$ cat src/rtl/clirs_pkg.sv
// Shared types, codes and constants for the circular list search block.
`timescale 1ns / 1ps
`default_nettype none

package clirs_pkg;

    localparam int CAPACITY_DEF = 64;
    localparam int VAL_W        = 32;
    localparam int REQ_W        = 2;
    localparam int STATUS_W     = 2;

    localparam logic [REQ_W-1:0] REQ_INSERT = 2'd0;
    localparam logic [REQ_W-1:0] REQ_REMOVE = 2'd1;
    localparam logic [REQ_W-1:0] REQ_SEARCH = 2'd2;

    localparam logic [STATUS_W-1:0] STAT_DONE      = 2'd0;
    localparam logic [STATUS_W-1:0] STAT_NOT_FOUND = 2'd1;
    localparam logic [STATUS_W-1:0] STAT_FULL      = 2'd2;

    typedef struct packed {
        logic tok;
        logic fnd;
    } chain_t;

    typedef struct packed {
        logic             valid;
        logic [VAL_W-1:0] value;
    } entry_t;

endpackage

`default_nettype wire

$ cat src/rtl/clirs_cell.sv
// One list cell: holds an entry, compares it against the probe and shifts with its neighbors.
`timescale 1ns / 1ps
`default_nettype none

module clirs_cell
(
    input  wire logic                     clk,
    input  wire logic                     rst_n,
    input  wire logic [clirs_pkg::VAL_W-1:0] key,
    input  wire logic                     remove,
    input  wire logic                     ins,
    input  wire clirs_pkg::entry_t        prev_entry,
    input  wire clirs_pkg::entry_t        next_entry,
    input  wire clirs_pkg::chain_t        next_here,
    input  wire clirs_pkg::chain_t        chain_in,
    output clirs_pkg::chain_t             here,
    output clirs_pkg::chain_t             chain_out,
    output clirs_pkg::entry_t             entry
);

    clirs_pkg::chain_t             here_reg;
    logic                          valid_reg;
    logic                          valid_next;
    logic [clirs_pkg::VAL_W-1:0]   value_reg;
    logic [clirs_pkg::VAL_W-1:0]   value_next;
    logic                          match;
    logic                          pull;

    assign match = here_reg.tok & valid_reg & (value_reg == key) & ~here_reg.fnd;
    assign pull  = remove & next_here.tok & next_here.fnd;

    assign chain_out.tok = here_reg.tok;
    assign chain_out.fnd = here_reg.fnd | match;
    assign here          = here_reg;
    assign entry.valid   = valid_reg;
    assign entry.value   = value_reg;

    always_comb
    begin
        valid_next = valid_reg;
        value_next = value_reg;
        if (ins)
        begin
            valid_next = prev_entry.valid;
            value_next = prev_entry.value;
        end
        else if (pull)
        begin
            valid_next = next_entry.valid;
            value_next = next_entry.value;
        end
    end

    always_ff @(posedge clk or negedge rst_n)
    begin
        if (!rst_n)
        begin
            here_reg  <= '0;
            valid_reg <= 1'b0;
        end
        else
        begin
            here_reg  <= chain_in;
            valid_reg <= valid_next;
        end
    end

    always_ff @(posedge clk)
    begin
        value_reg <= value_next;
    end

endmodule

`default_nettype wire

$ cat config.mk
export PLATFORM = sky130hd
export DESIGN_NAME = clirs_cell
export DESIGN_NICKNAME = d
export VERILOG_FILES = /design/src/rtl/clirs_pkg.sv /design/src/rtl/clirs_cell.sv
export SDC_FILE = /design/constraint.sdc
export NUM_CORES = 1
export LEC_CHECK = 0
export BUFFER_PORTS_ARGS = -buffer_cell sky130_fd_sc_hd__buf_2
export CORE_MARGIN = 5
export CORE_UTILIZATION = 30
export CTS_CLUSTER_DIAMETER = 200
export DETAILED_ROUTE_END_ITERATION = 6
export PLACE_DENSITY = 0.68
export RECOVER_POWER = 100
export SLEW_MARGIN = 20
export SYNTH_ARGS = -nofsm -noshare
export SYNTH_HDL_FRONTEND = slang
export SYNTH_SLANG_ARGS = --single-unit
$ cat constraint.sdc
create_clock -name clk -period 1.7 [get_ports clk]
set_input_delay 0.51 -clock clk [delete_from_list [all_inputs] [get_ports clk]]
set_output_delay 0.51 -clock clk [all_outputs]
set_load 0.01 [all_outputs]
==> metrics.txt, run 1 <==
max-cap violations 0; LEAKAGE 1.16 nW; placed cell area between 0.002 and 0.003 mm^2; Top FF cell, synth edfxtp_1; cts bufs inserted 5; minimum clock period about 2200 ps; fmax around 450 MHz; max_slew headroom 64.5%; vias in the first global route roughly 1.7k; failing checks setup timing; number of flops mapped to enable cells by yosys 32; period utilization 130%; RSZ-0062 raised after global routing yes; WL per Instance about 15 um; port buffer count between 100 and 150; clk slew on worst S/H paths about 70 ps; cell count after synthesis ~120; Crit path arrival time 1700 ps; Die Span Y ~88 um; cell breakdown of the critical path xnor2_2, nand4_1, nor4_2, buf_4, a31o_1, buf_2; crit path launch type register; synthesis-stage register bit count 35; Fin. Hold Viols 0; H-tree level count 2; Max Clock Skew 0 ps; Starting Density between 30% and 40%; max FFs per register 32; total grt overflow 0; Die ar. between 0.007 and 0.008 mm^2; fin area 0.00276 mm^2; fraction of registers with async set or reset after synthesis under 10%; diodes inserted 0; global-route usage over all layers a little over an eighth; worst path required time roughly 1200 ps; I/O pins 143; Setup crit end kind primary output; # fillers about 570; DRC Markers 0; Area Growth Syn to Fin 51.8%; routability congestion estimate 0.687; via/cell ratio 4.45; clock sinks 35; sequential element share of the synthesized area between 50 and 60%; Root Buffer clkbuf_8; routed vias roughly 1.6k; nets ~380; Synthesized Nets around 230; outcome finished, violations left; number of warnings issued by yosys 0; Synth area leader edfxtp_1; CORE AREA 0.00592 mm^2; Final Max Tran Viols 0; final setup fails 1; global-route wire length before repair slightly below 8000 um; synth cell count leaders 32 x edfxtp_1, 32 x mux2_2, 29 x xnor2_1; share of layout cells above drive strength 1 59.6%; worst setup path class register to primary output; Post-DRT Antenna Nets 0; worst-margin pin slew around 530 ps; largest net degree at the start of global routing 22; library cells used by synthesis 17; Crit Path Max Fanout 2; total power about 2.2 mW; slowest cell on the critical path edfxtp_1; VDD IR max approximately 0.46 mV; top cells by area, synth edfxtp_1 53%, mux2_2 20%, xnor2_1 14%; Die Wd around 88 um; HP Class primary input to register; CP peak stage delay roughly 440 ps; CTS tree yes; Worst Slack Setup Final -513 ps; synthesized area per cell around 15 um^2; DR iter-0 viols 32; Site Rows 28; clk_lat worst skew around 270 ps; pwr/cell area roughly 800 mW/mm^2; DRT Pass-1 Iters 4; worst-case clock buffer depth 2; Post-DP HPWL approximately 4400 um; final wirelength between 5000 and 6000 um; top-area cell type share of the netlist area 52.9%; Synth Cell Area between 0.0015 and 0.002 mm^2; initial antenna violation count 0
final timing paths:
kind / from / to / slack (ps) / depth (start not counted)
min in group asynchronous: rst_n / valid_reg / 580 / 2
hold reg to reg: valid_reg / valid_reg / 580 / 3
setup / recovery: value_reg[14] / chain_out[0] / -510 / 6
hold / removal: chain_in[0] / here[0] / 340 / 1
max in group asynchronous: rst_n / chain_out[1] / 970 / 2
setup reg to reg: valid_reg / valid_reg / 940 / 3
routing by layer:
layer / part of all wire, % / GRT usage [%]
met1: 36 / 14.5
met2: 54 / 24.9
met3: 9.5 / 3.95
met4: 0.77 / 5.02
met5: 0 / 0
area by class of cell:
class / count / area (um^2) / area share [%]
flip-flops and latches: 35 / 1040 / 37.5
multi-input cells: 80 / 785 / 28.4
repair buffers: 153 / 747 / 27.1
well taps: 75 / 93.8 / 3.40
clock buffers: 7 / 86.3 / 3.13
inverters: 1 / 7.51 / 0.272
clock inverters: 1 / 5.00 / 0.181
per-stage QoR:
step	TNS, ps	utilization (%)	hold slack, ps	std cells	setup WS [ps]
final	-513	46.6	340	352	-513
after global routing	-668	46.6	318	352	-668
after CTS	-549	47.8	2.98	350	-549
after detailed placement	-493	46.2	307	342	-493
after global placement	-483	46.2	305	342	-483
after floorplan	0	-	214	122	0.194
cells by family after synthesis:
| group | share of synthesized area (%) |
|---|---|
| buffers and inverters | 2.27 |
| flip-flops | 57.0 |
| multiplexers | 20.4 |
| XOR/XNOR | 15.4 |
| AND/OR/NAND/NOR | 3.85 |
| AO/OA/AOI/OAI | 1.10 |
worst max-delay path: cells and delay by family (launching register included):
family | cells | cell delay [ps]
DFF | 1 | 440
and+or+nand+nor | 2 | 460
xor gates and xnor gates | 1 | 150
buffers and inverters | 2 | 270
AOI/OAI and AO/OA | 1 | 110
cells in the final DEF, fill, tap and decap left out:
cell / count
nand2_1: 1
clkbuf_2: 3
dfrtp_1: 3
clkbuf_4: 5
nor3_1: 1
clkbuf_8: 6
nand3_1: 1
a31o_1: 1
xor2_1: 3
buf_4: 2
clkbuf_1: 34
buf_2: 109
o21ai_0: 1
clkinv_2: 1
mux2i_1: 1
clkinvlp_4: 1
dlygate4sd3_1: 1
a31oi_1: 1
nor4_1: 1
edfxtp_1: 32
nand4_1: 7
xnor2_1: 24
xnor2_2: 5
mux2_2: 32
nor4_2: 1
where the power goes:
| group | switching (mW) | internal, mW | leakage (nW) | total (mW) |
|---|---|---|---|---|
| registers | 0.0657 | 1.05 | 0.352 | 1.12 |
| clock network | 0.289 | 0.327 | 0.0482 | 0.615 |
| logic | 0.224 | 0.287 | 0.763 | 0.511 |
| total | 0.578 | 1.67 | 1.16 | 2.24 |
repair_timing:
action,in CTS,in global routing
pin swaps,3,3
gates resized for setup,1,0
endpoints found under the hold margin,0,3
endpoints found under the setup margin,1,1
buffers inserted,0,1
hold buffers,0,1
Power figures use the tool's default switching activity.
==> run 2, diff against run 1 <==
--- a/config.mk
+++ b/config.mk
@@ -8,7 +8,9 @@
 export BUFFER_PORTS_ARGS = -buffer_cell sky130_fd_sc_hd__buf_2
 export CORE_MARGIN = 5
 export CORE_UTILIZATION = 30
+export CTS_BUF_LIST = sky130_fd_sc_hd__clkbuf_8
 export CTS_CLUSTER_DIAMETER = 200
+export CTS_CLUSTER_SIZE = 25
 export DETAILED_ROUTE_END_ITERATION = 6
 export PLACE_DENSITY = 0.68
 export RECOVER_POWER = 100
==> run 2 against run 1 <==
The flow still finishes with violations (setup timing). Routed wire length about the same. Worst hold slack gained 2.2 ps. Via count hardly changed. Sequential power barely moved. Core utilization unchanged. Combinational power about the same. Critical endpoint unchanged. Largest cell class unchanged. Largest power group unchanged.
==> metrics.txt, run 2 (same netlist as run 1, synthesis figures left out) <==
Die ar. just under 0.008 mm^2; max FFs per register 32; DR iter-0 viols 32; Die Span Y 87.8 um; fmax between 400 and 500 MHz; Post-DRT Antenna Nets 0; worst setup path class register to primary output; port buffer count ~140; worst-margin pin slew roughly 530 ps; failing checks setup timing; Final Max Tran Viols 0; Max Clock Skew 0 ps; routability congestion estimate slightly below 0.7; WHS ~340 ps; Post-DP HPWL 4370 um; final setup fails 1; CORE AREA roughly 0.0059 mm^2; clock sinks 35; global-route wire length before repair ~7800 um; area of the multi-input gates 785 um^2; clk slew on worst S/H paths 70 ps; largest net degree at the start of global routing 22; max_slew headroom between 60 and 70%; most common cell after layout, fill and taps aside buf_2; total grt overflow 0; worst path required time between 1000 and 1500 ps; Fin. Hold Viols 0; RSZ-0062 raised after global routing yes; outcome finished, violations left; placed cell area roughly 0.0027 mm^2; DRC Markers 0; final wirelength 5190 um; Sequential cell area around 0.0010 mm^2; Sw Ratio between 20 and 30%; CTS tree yes; Starting Density just over 30%; WL per Instance 14.7 um; I/O pins between 100 and 150; combinational power share between 20 and 25%; global-route usage over all layers about 14%; crit path launch type register; vias in the first global route 1668; Worst Slack Setup Final -511 ps; share of layout cells above drive strength 1 about three fifths; clk_lat worst skew between 200 and 300 ps; # fillers 568; worst-case clock buffer depth 2; HP Class primary input to register; H-tree level count 2; sequential share of power between 50% and 60%; fin area between 0.002 and 0.003 mm^2; minimum clock period approximately 2200 ps; VDD IR max roughly 0.45 mV; LEAKAGE roughly 1.2 nW; Die Wd approximately 88 um; most frequent cells in the layout 109 x buf_2, 33 x clkbuf_1, 32 x mux2_2, 32 x edfxtp_1, 24 x xnor2_1; net switching power figure 0.576 mW; Site Rows 28; Power Internal approximately 1.7 mW; Area Growth Syn to Fin 51.8%; pwr/cell area 810 mW/mm^2; initial antenna violation count 0; cts bufs inserted 5; max-cap violations 0; via/cell ratio 4.45; diodes inserted 0; period utilization 130%; Crit path arrival time about 1700 ps; Setup crit end kind primary output; Crit Path Max Fanout 2; nets 382; clock power share a little over a quarter; routed vias about 1.6k; Root Buffer clkbuf_8; DRT Pass-1 Iters 4
[run 2: final cells by class]
type	instances	area share, %
flip-flops and latches	35	37.5
clock inverters	2	0.317
well taps	75	3.40
repair buffers	153	27.1
clock buffers	6	2.99
inverters	1	0.272
multi-input cells	80	28.4
[run 2: routing by layer]
layer	vias up	wire length (um)	global-route usage (%)	part of all wire [%]
met3	4	510	3.95	9.8
met5	-	0	0	0
li1	760	-	-	-
met2	83	2800	24.9	54
met4	0	40	5.02	0.77
met1	720	1840	14.5	35
[run 2: repair_timing]
action	4_1_cts	5_1_grt
pin swaps	3	3
setup buffers	0	1
endpoints found under the setup margin	1	1
endpoints found under the hold margin	0	3
gates resized for setup	1	0
hold buffers	0	1
[run 2: final timing paths]
| path | startpoint | to | slack [ps] | depth (start not counted) |
|---|---|---|---|---|
| max in group asynchronous | rst_n | chain_out[1] | 960 | 2 |
| max | value_reg[14] | chain_out[0] | -510 | 6 |
| min in group asynchronous | rst_n | valid_reg | 590 | 2 |
| max reg2reg | valid_reg | valid_reg | 940 | 3 |
| min reg2reg | valid_reg | valid_reg | 580 | 3 |
| min | chain_in[0] | here[0] | 340 | 1 |
[run 2: power by group through the flow]
stage,Sequential [mW],Combinational [mW],Clock (mW)
finish,1.12,0.511,0.607
floorplan,1.17,0.224,0
global placement,1.13,0.537,0
detailed placement,1.14,0.547,0
global route,1.13,0.556,0.689
CTS,1.12,0.551,0.638
[run 2: critical path: stages (launching register included)]
cell	delay, ps
edfxtp_1	440
xnor2_2	150
nand4_1	170
nor4_2	290
buf_4	150
a31o_1	110
buf_2	120
[run 2: metrics by stage]
step                      total power, mW  util, %  TNS, ps  instances  setup slack (ps)
after floorplan                      1.40        -        0        122             0.194
after global placement               1.67     46.2     -483        342              -483
after detailed placement             1.68     46.2     -493        342              -493
after CTS                            2.31     47.8     -549        350              -549
after global routing                 2.37     46.6     -668        352              -668
final                                2.24     46.6     -511        352              -511
